### src/design/mst_pkg.sv
`default_nettype none
package mst_pkg;

  localparam int NodeBits    = 7;
  localparam int WeightBits  = 16;
  localparam int MaxNodesDef = 64;
  localparam int MaxEdgesDef = 256;
  localparam logic [NodeBits-1:0] NodeCountRst = NodeBits'(64);

  typedef struct packed {
    logic [NodeBits-1:0]          from_node;
    logic [NodeBits-1:0]          to_node;
    logic signed [WeightBits-1:0] weight;
    logic                         last_edge;
  } mst_in_t;

  typedef struct packed {
    logic                         edge_valid;
    logic [NodeBits-1:0]          tree_from;
    logic [NodeBits-1:0]          tree_to;
    logic signed [WeightBits-1:0] tree_weight;
    logic                         last_result;
    logic                         spanning;
    logic                         overflow;
  } mst_out_t;

  typedef struct packed {
    logic [NodeBits-1:0]   from_node;
    logic [NodeBits-1:0]   to_node;
    logic [WeightBits-1:0] weight;
  } mst_edge_t;

  typedef struct packed {
    logic store;
    logic start;
    logic init_wr;
    logic scan_begin;
    logic scan_run;
    logic take;
    logic find_a;
    logic find_b;
    logic find_step;
    logic link;
    logic emit_begin;
    logic emit_ld;
  } mst_cmd_t;

  typedef struct packed {
    logic init_done;
    logic kept_full;
    logic scan_done;
    logic found;
    logic in_range;
    logic is_root;
    logic out_free;
    logic emit_last;
  } mst_sts_t;

endpackage
`default_nettype wire

### src/design/mst_ctrl.sv
`default_nettype none
module mst_ctrl (
  input  wire logic              clk_i,
  input  wire logic              rst_ni,
  input  wire logic              in_valid_i,
  input  wire logic              in_last_i,
  output      logic              in_stall_o,
  input  wire mst_pkg::mst_sts_t sts_i,
  output      mst_pkg::mst_cmd_t cmd_o
);
  import mst_pkg::*;

  localparam logic [3:0] S_LOAD = 4'd0;
  localparam logic [3:0] S_INIT = 4'd1;
  localparam logic [3:0] S_SEL  = 4'd2;
  localparam logic [3:0] S_SCAN = 4'd3;
  localparam logic [3:0] S_CHK  = 4'd4;
  localparam logic [3:0] S_FRD  = 4'd5;
  localparam logic [3:0] S_FCHK = 4'd6;
  localparam logic [3:0] S_LINK = 4'd7;
  localparam logic [3:0] S_EBEG = 4'd8;
  localparam logic [3:0] S_ERD  = 4'd9;
  localparam logic [3:0] S_ELD  = 4'd10;

  logic [3:0] state_q, state_d;
  logic       phase_b_q, phase_b_d;

  assign in_stall_o = (state_q != S_LOAD);

  always_comb begin
    state_d   = state_q;
    phase_b_d = phase_b_q;
    cmd_o     = '0;
    case (state_q)
      S_LOAD: begin
        if (in_valid_i) begin
          cmd_o.store = 1'b1;
          if (in_last_i) begin
            cmd_o.start = 1'b1;
            state_d     = S_INIT;
          end
        end
      end
      S_INIT: begin
        cmd_o.init_wr = 1'b1;
        if (sts_i.init_done) state_d = S_SEL;
      end
      S_SEL: begin
        if (sts_i.kept_full) begin
          state_d = S_EBEG;
        end else begin
          cmd_o.scan_begin = 1'b1;
          state_d          = S_SCAN;
        end
      end
      S_SCAN: begin
        cmd_o.scan_run = 1'b1;
        if (sts_i.scan_done) state_d = S_CHK;
      end
      S_CHK: begin
        if (!sts_i.found) begin
          state_d = S_EBEG;
        end else if (!sts_i.in_range) begin
          // skip edge with a bad endpoint
          cmd_o.take = 1'b1;
          state_d    = S_SEL;
        end else begin
          cmd_o.find_a = 1'b1;
          phase_b_d    = 1'b0;
          state_d      = S_FRD;
        end
      end
      S_FRD: begin
        state_d = S_FCHK;
      end
      S_FCHK: begin
        if (!sts_i.is_root) begin
          cmd_o.find_step = 1'b1;
          state_d         = S_FRD;
        end else if (!phase_b_q) begin
          cmd_o.find_b = 1'b1;
          phase_b_d    = 1'b1;
          state_d      = S_FRD;
        end else begin
          state_d = S_LINK;
        end
      end
      S_LINK: begin
        cmd_o.link = 1'b1;
        cmd_o.take = 1'b1;
        state_d    = S_SEL;
      end
      S_EBEG: begin
        cmd_o.emit_begin = 1'b1;
        state_d          = S_ERD;
      end
      S_ERD: begin
        state_d = S_ELD;
      end
      S_ELD: begin
        if (sts_i.out_free) begin
          cmd_o.emit_ld = 1'b1;
          state_d       = sts_i.emit_last ? S_LOAD : S_ERD;
        end
      end
      default: begin
        state_d = S_LOAD;
      end
    endcase
  end

  always_ff @(posedge clk_i or negedge rst_ni) begin
    if (!rst_ni) begin
      state_q   <= S_LOAD;
      phase_b_q <= 1'b0;
    end else begin
      state_q   <= state_d;
      phase_b_q <= phase_b_d;
    end
  end

endmodule
`default_nettype wire

### config.mk
export PLATFORM = sky130hd
export DESIGN_NAME = mst_ctrl
export DESIGN_NICKNAME = d
export VERILOG_FILES = /design/src/design/mst_pkg.sv /design/src/design/mst_ctrl.sv
export SDC_FILE = /design/constraint.sdc
export NUM_CORES = 1
export LEC_CHECK = 0
export BUFFER_PORTS_ARGS = -buffer_cell sky130_fd_sc_hd__buf_2
export CAP_MARGIN = 40
export CORE_AREA = 3 3 40 42
export CTS_BUF_LIST = sky130_fd_sc_hd__clkbuf_8
export CTS_CLUSTER_DIAMETER = 120
export DETAILED_ROUTE_END_ITERATION = 7
export DIE_AREA = 0 0 43 45
export PLACE_DENSITY = 0.78
export SLEW_MARGIN = 20
export SYNTH_ARGS = -nofsm -noshare
export SYNTH_HDL_FRONTEND = slang
export SYNTH_SLANG_ARGS = --single-unit
### constraint.sdc
create_clock -name clk_i -period 1.4 [get_ports clk_i]
set_input_delay 0.28 -clock clk_i [delete_from_list [all_inputs] [get_ports clk_i]]
set_output_delay 0.28 -clock clk_i [all_outputs]
set_load 0.01 [all_outputs]
Word level (Yosys, flattened, before mapping)
Cells that the tools add are included.
W data, S select, Z words.

cells by class
  mux-type cells = 36
  eq/ne operators = 18
  reduce and logical (&&, ||, !) cells = 5

operators with widths
  operator              count
  $pmux W4 S11          1
  $mux W4               9
  $mux W1               18
  $eq A4 B3 Y1 const B  4
  $ne A2 B2 Y1 const B  8
  $eq A4 B4 Y1 const B  3
  $mux W2               5
  $eq A4 B2 Y1 const B  2
  $reduce_and A5 Y1     1
  $eq A4 B1 Y1 const B  1
  $logic_not A4 Y1      1
  $pmux W1 S2           2
  $reduce_and A4 Y1     1
  $reduce_bool A4 Y1    1
  $mux W3               1
  $reduce_bool A2 Y1    1

word-level totals
  output and inout port bits = 13
  logic and storage cells = 61
  bits of input ports = 12
  register bits after elaboration = 5

Depth between registers and ports, before layout
  depth in word-level cells = 3
  mapped depth = 6
  depth with buffers taken out = 4

Worst setup path before layout
Ideal clock, no wire load.

  path kind = register -> output
  from = register state_q[0]
  to = output port cmd_o[6] in the netlist's numbering
  stages on the path, launching flop included = 4
  path buffers = 1
  data required time = 1120 ps
  slack = -60 ps
  data arrival time = 1180 ps
  path through = dfrtp_1 > buf_2 > or3_1 > a21oi_1

RTL lines
  what                    line             text
  start, declared         mst_ctrl.sv:25   logic [3:0] state_q, state_d;
  start signal, assigned  mst_ctrl.sv:117  state_q <= state_d;
  end, declared           mst_ctrl.sv:9    output mst_pkg::mst_cmd_t cmd_o

Final worst setup path
  from = register state_q[1]
  to = register state_q[0]

on the way
  cells in the longest elaborated chain, start to end = 3
  elaborated cells between the ends (all ways) = 18
  classes of those cells = eq/ne (15); mux (1); reduce/logical (2)

RTL lines
  what                                  line            text
  $eq A4 B1 Y1 (tied with other cells)  mst_ctrl.sv:34  case (state_q)
  $ne A2 B2 Y1 (no line)                n/a
  $reduce_and A5 Y1 (no line)           n/a

Several ways; a longest one is shown, not always the timed one.
A chain may end at the register's enable or synchronous reset.

==> impl.org <==
** Placement
- Total half-perimeter wirelength after legalization and detailed placement :: about 1400 um
- Placer's final routability congestion estimate :: around 0.86
- After detailed placement, the total cell area comes to slightly below 800 um^2.
- During placement, the flow inserted port buffers numbering 24.
- Including well taps, the total number of placed cells is 122.

** Setup path
- Worst setup path category :: flop to flop
- Slowest cell delay on critical path :: about 0.49 ns
- Critical Path Most Common Cell :: sky130_fd_sc_hd__buf_6
- Count of buffering cells on the critical path with inverters included :: 2
- Cells along the critical path :: buf_6 -> buf_6 -> mux2i_1 -> nand3_1 -> nand4_1 -> o31ai_1
- STA puts the critical path data arrival time at around 1.8 ns.
- The most critical setup path has its startpoint at state_q[1].
- Along the worst path, the maximum fanout reaches 7.
- The startpoint identified for the worst register-to-register timing path is state_q[1].
- STA classifies the critical path endpoint as a flop.
- Nature of the critical path startpoint :: flop
- Among all stages on the critical path, the largest delay is contributed by sky130_fd_sc_hd__dfrtp_2.
- For the worst setup path, the data required time is roughly 1.5 ns.
- Top delay family on crit path :: flip-flops

** Timing
- Setup repair after global routing missed its margin :: yes
- Hold Worst Slack :: 0.409 ns
- At the pin with the least slew margin, the transition time is approximately 0.33 ns.
- FMAX :: 0.582 GHz
- After layout, the minimum clock period comes to 1.72 ns.
- Sum of negative setup slack :: -2.81 ns
- Setup violations remaining at the end of the flow were counted as 17.
- Hold Vio Cnt, Final :: 0
- Final setup skew :: roughly 0.0031 ns
- Pins Over Slew Limit :: 0
- The final critical path takes up 123% of the cycle.
- Worst setup margin :: -0.317 ns
- Max transition margin :: just under 80%

** Yosys
- Yosys top cell by area :: sky130_fd_sc_hd__dfrtp_1
- Flop and latch count out of synthesis :: 5
- Sequential cells were found to cover a little under a quarter of the synthesized design area.
- The synthesized design contains 0 enable-type register cells.
- Count of mapped cells out of synthesis :: 69
- By instance count, the leading cell after synthesis is sky130_fd_sc_hd__nand2_1.
- Yosys mapped the design onto 38 distinct sky130hd cell types.
- During synthesis, Yosys emitted a total of 0 warnings.
- Average size of a mapped cell :: around 8 um^2
- Top cells by area, synth :: sky130_fd_sc_hd__dfrtp_1, sky130_fd_sc_hd__nor3_1, sky130_fd_sc_hd__buf_6
- The number of nets in the synthesized netlist is 81.
- Portion of synthesized cell area occupied by the leading cell type :: 22.7%
- Most frequently used flop master after synthesis :: sky130_fd_sc_hd__dfrtp_1
- Asr flop ratio synth :: 100%
- The synthesized netlist occupies a cell area of approximately 550 um^2.
- Top cells by instance count after synthesis :: sky130_fd_sc_hd__nand2_1, sky130_fd_sc_hd__dfrtp_1, sky130_fd_sc_hd__nor3_1

** Floorplan
- Die boundary width :: 43 um
- Count of pins on the block boundary :: 25
- In this run the standard cell core region covers roughly 0.0013 mm^2.
- The die covers 0.00194 mm^2.
- The floorplan step set the die height to 45 um.
- Initial Util :: a little over two fifths
- In this run the core area contains 13 standard-cell rows.

** Clock tree
- Clock-pin transition on the worst setup and hold timing paths :: about 0.04 ns
- In this run the number of H-tree levels came out at 1.
- Total clock buffers created by CTS :: 3
- CTS Sinks :: 5
- TritonCTS built the clock tree.
- CTS root buf :: sky130_fd_sc_hd__clkbuf_8
- Counting along the longest clock path gives a buffer depth of 2.
- The later pin in the worst-skew pair is clocked with a latency of 0.23 ns.

** Global routing
- Number of global-route vias before repair :: just over 800
- Antenna violations before repair :: 0
- Global routing used about a quarter of the available tracks across all layers.
- First-pass GRT wire length :: around 3500 um
- GR Overflow Total :: 0
- Entering global routing, the biggest net connects 8 pins.

** Finish
- Area growth syn-to-layout :: 110%
- Excluding fillers, the count of instances in the completed layout stands at 140.
- Area of all placed cells without fillers :: approximately 0.0012 mm^2
- # diodes :: 0
- Number of nets in the layout :: 138
- Once layout is complete, the utilization of the core stands at between 80% and 90%.
- Layout cells sized above 1 :: a little over 70%

** Hold path
- Tightest Hold Check Type :: primary input to flop
- The startpoint identified for the worst hold timing path is sts_i[1].

** Detailed routing
- DR WL/cell :: ~21 um
- Vias per cell :: 5.97
- For this run, design rule violations remaining after detail routing come to 0.
- For this run, the detailed router's first-pass iteration total came to 4.
- Count of vias placed by the detailed router :: between 800 and 900
- The detail route stage leaves a number of antenna-violating nets equal to 0.
- Total wire length after detailed routing :: 2890 um
- 1st-iter DRT viols :: 18

** Pwr
- Power Dens Cells :: between 2000 and 3000 mW/mm^2
- VDD IR-drop max :: about 1600 uV
- LEAKAGE :: between 0.5 and 0.6 nW

** Outcome
- Violated checks :: setup timing
- The run finished, with violations left.

** Job
- The tool flagged a number of max-cap violations equal to 0.
## repair_timing
item	CTS	global route
pin swaps	11	12
setup endpoints to repair	17	17
resized for setup	24	22
buffers inserted	10	4
hold buffers	1	0
endpoints found under the hold margin	5	0
## where the power goes
group	internal, mW	leakage, nW	switching (mW)
Sequential	0.221	0.0569	0.138
Combinational	1.29	0.449	1.14
Clock	0.190	0.0269	0.0884
## cells in the final DEF (no fill, tap or decap), types with 2 or more instances in the layout
cell type,count
sky130_fd_sc_hd__buf_4,19
sky130_fd_sc_hd__o21ai_1,2
sky130_fd_sc_hd__buf_6,17
sky130_fd_sc_hd__nand2_1,4
sky130_fd_sc_hd__dfrtp_2,3
sky130_fd_sc_hd__buf_2,21
sky130_fd_sc_hd__nand2b_4,3
sky130_fd_sc_hd__o31ai_1,2
sky130_fd_sc_hd__nor2_1,2
sky130_fd_sc_hd__nand3_1,2
sky130_fd_sc_hd__a21oi_1,2
sky130_fd_sc_hd__clkbuf_8,3
sky130_fd_sc_hd__nor2_4,2
sky130_fd_sc_hd__nand2_2,2
sky130_fd_sc_hd__dfrtp_1,2
sky130_fd_sc_hd__o21ai_0,3
sky130_fd_sc_hd__or3_4,2
sky130_fd_sc_hd__nor4_4,2
sky130_fd_sc_hd__and3_4,2
sky130_fd_sc_hd__inv_1,3
sky130_fd_sc_hd__nor3_2,5
## metal layers
metal	track usage (%)	up-vias	wire (um)
met5	0	-	0
met4	15.7	0	138
met3	4.38	19	141
met2	47.6	48	1560
met1	25.0	397	1050
li1	-	372	-
## area by class of cell
type                       count  area, um^2
fill                          63         131
clock inverter                 1        3.75
inverter                       3        11.3
sequential                     5         129
tap                           15        18.8
multi-input combinational     55         500
timing repair buffer          58         449
clock buffer                   3        41.3
## registers in the layout, summed over array words and instances (netlist names)
signal / count
phase_b_q: 1
state_q: 4
## through the flow
stage / setup slack (ns) / total power, mW
floorplan: -0.0284 / 1.15
global placement: -0.0220 / 1.66
detailed placement: -0.0892 / 1.72
CTS: -0.178 / 2.53
global route: -0.381 / 3.22
finish: -0.317 / 3.06
## kinds of logic (layout without fill, tap and decap cells)
| kind of cell | Yosys count | count (layout) | share of synthesized area [%] |
|---|---|---|---|
| mux | 1 | 1 | 1.82 |
| xor+xnor | 1 | 1 | 1.59 |
| simple gates | 36 | 36 | 39.5 |
| flops | 5 | 5 | 22.7 |
| buf+inv | 9 | 65 | 12.0 |
| compound gates | 17 | 17 | 22.3 |
## final timing paths
| path | depth (start not counted) | endpoint | slack (ns) |
|---|---|---|---|
| max reg2reg | 6 | state_q[0] | -0.32 |
| min in group asynchronous | 2 | phase_b_q | 0.43 |
| min | 3 | state_q[3] | 0.41 |
| min reg2reg | 2 | phase_b_q | 0.66 |
| max | 6 | state_q[0] | -0.32 |
| max in group asynchronous | 2 | state_q[2] | 0.82 |
## worst register-to-register path: stages (launching register included)
cell,delay (ns)
sky130_fd_sc_hd__dfrtp_2,0.49
sky130_fd_sc_hd__buf_6,0.16
sky130_fd_sc_hd__buf_6,0.11
sky130_fd_sc_hd__mux2i_1,0.11
sky130_fd_sc_hd__nand3_1,0.17
sky130_fd_sc_hd__nand4_1,0.21
sky130_fd_sc_hd__o31ai_1,0.35
Power figures use the tool's default switching activity.
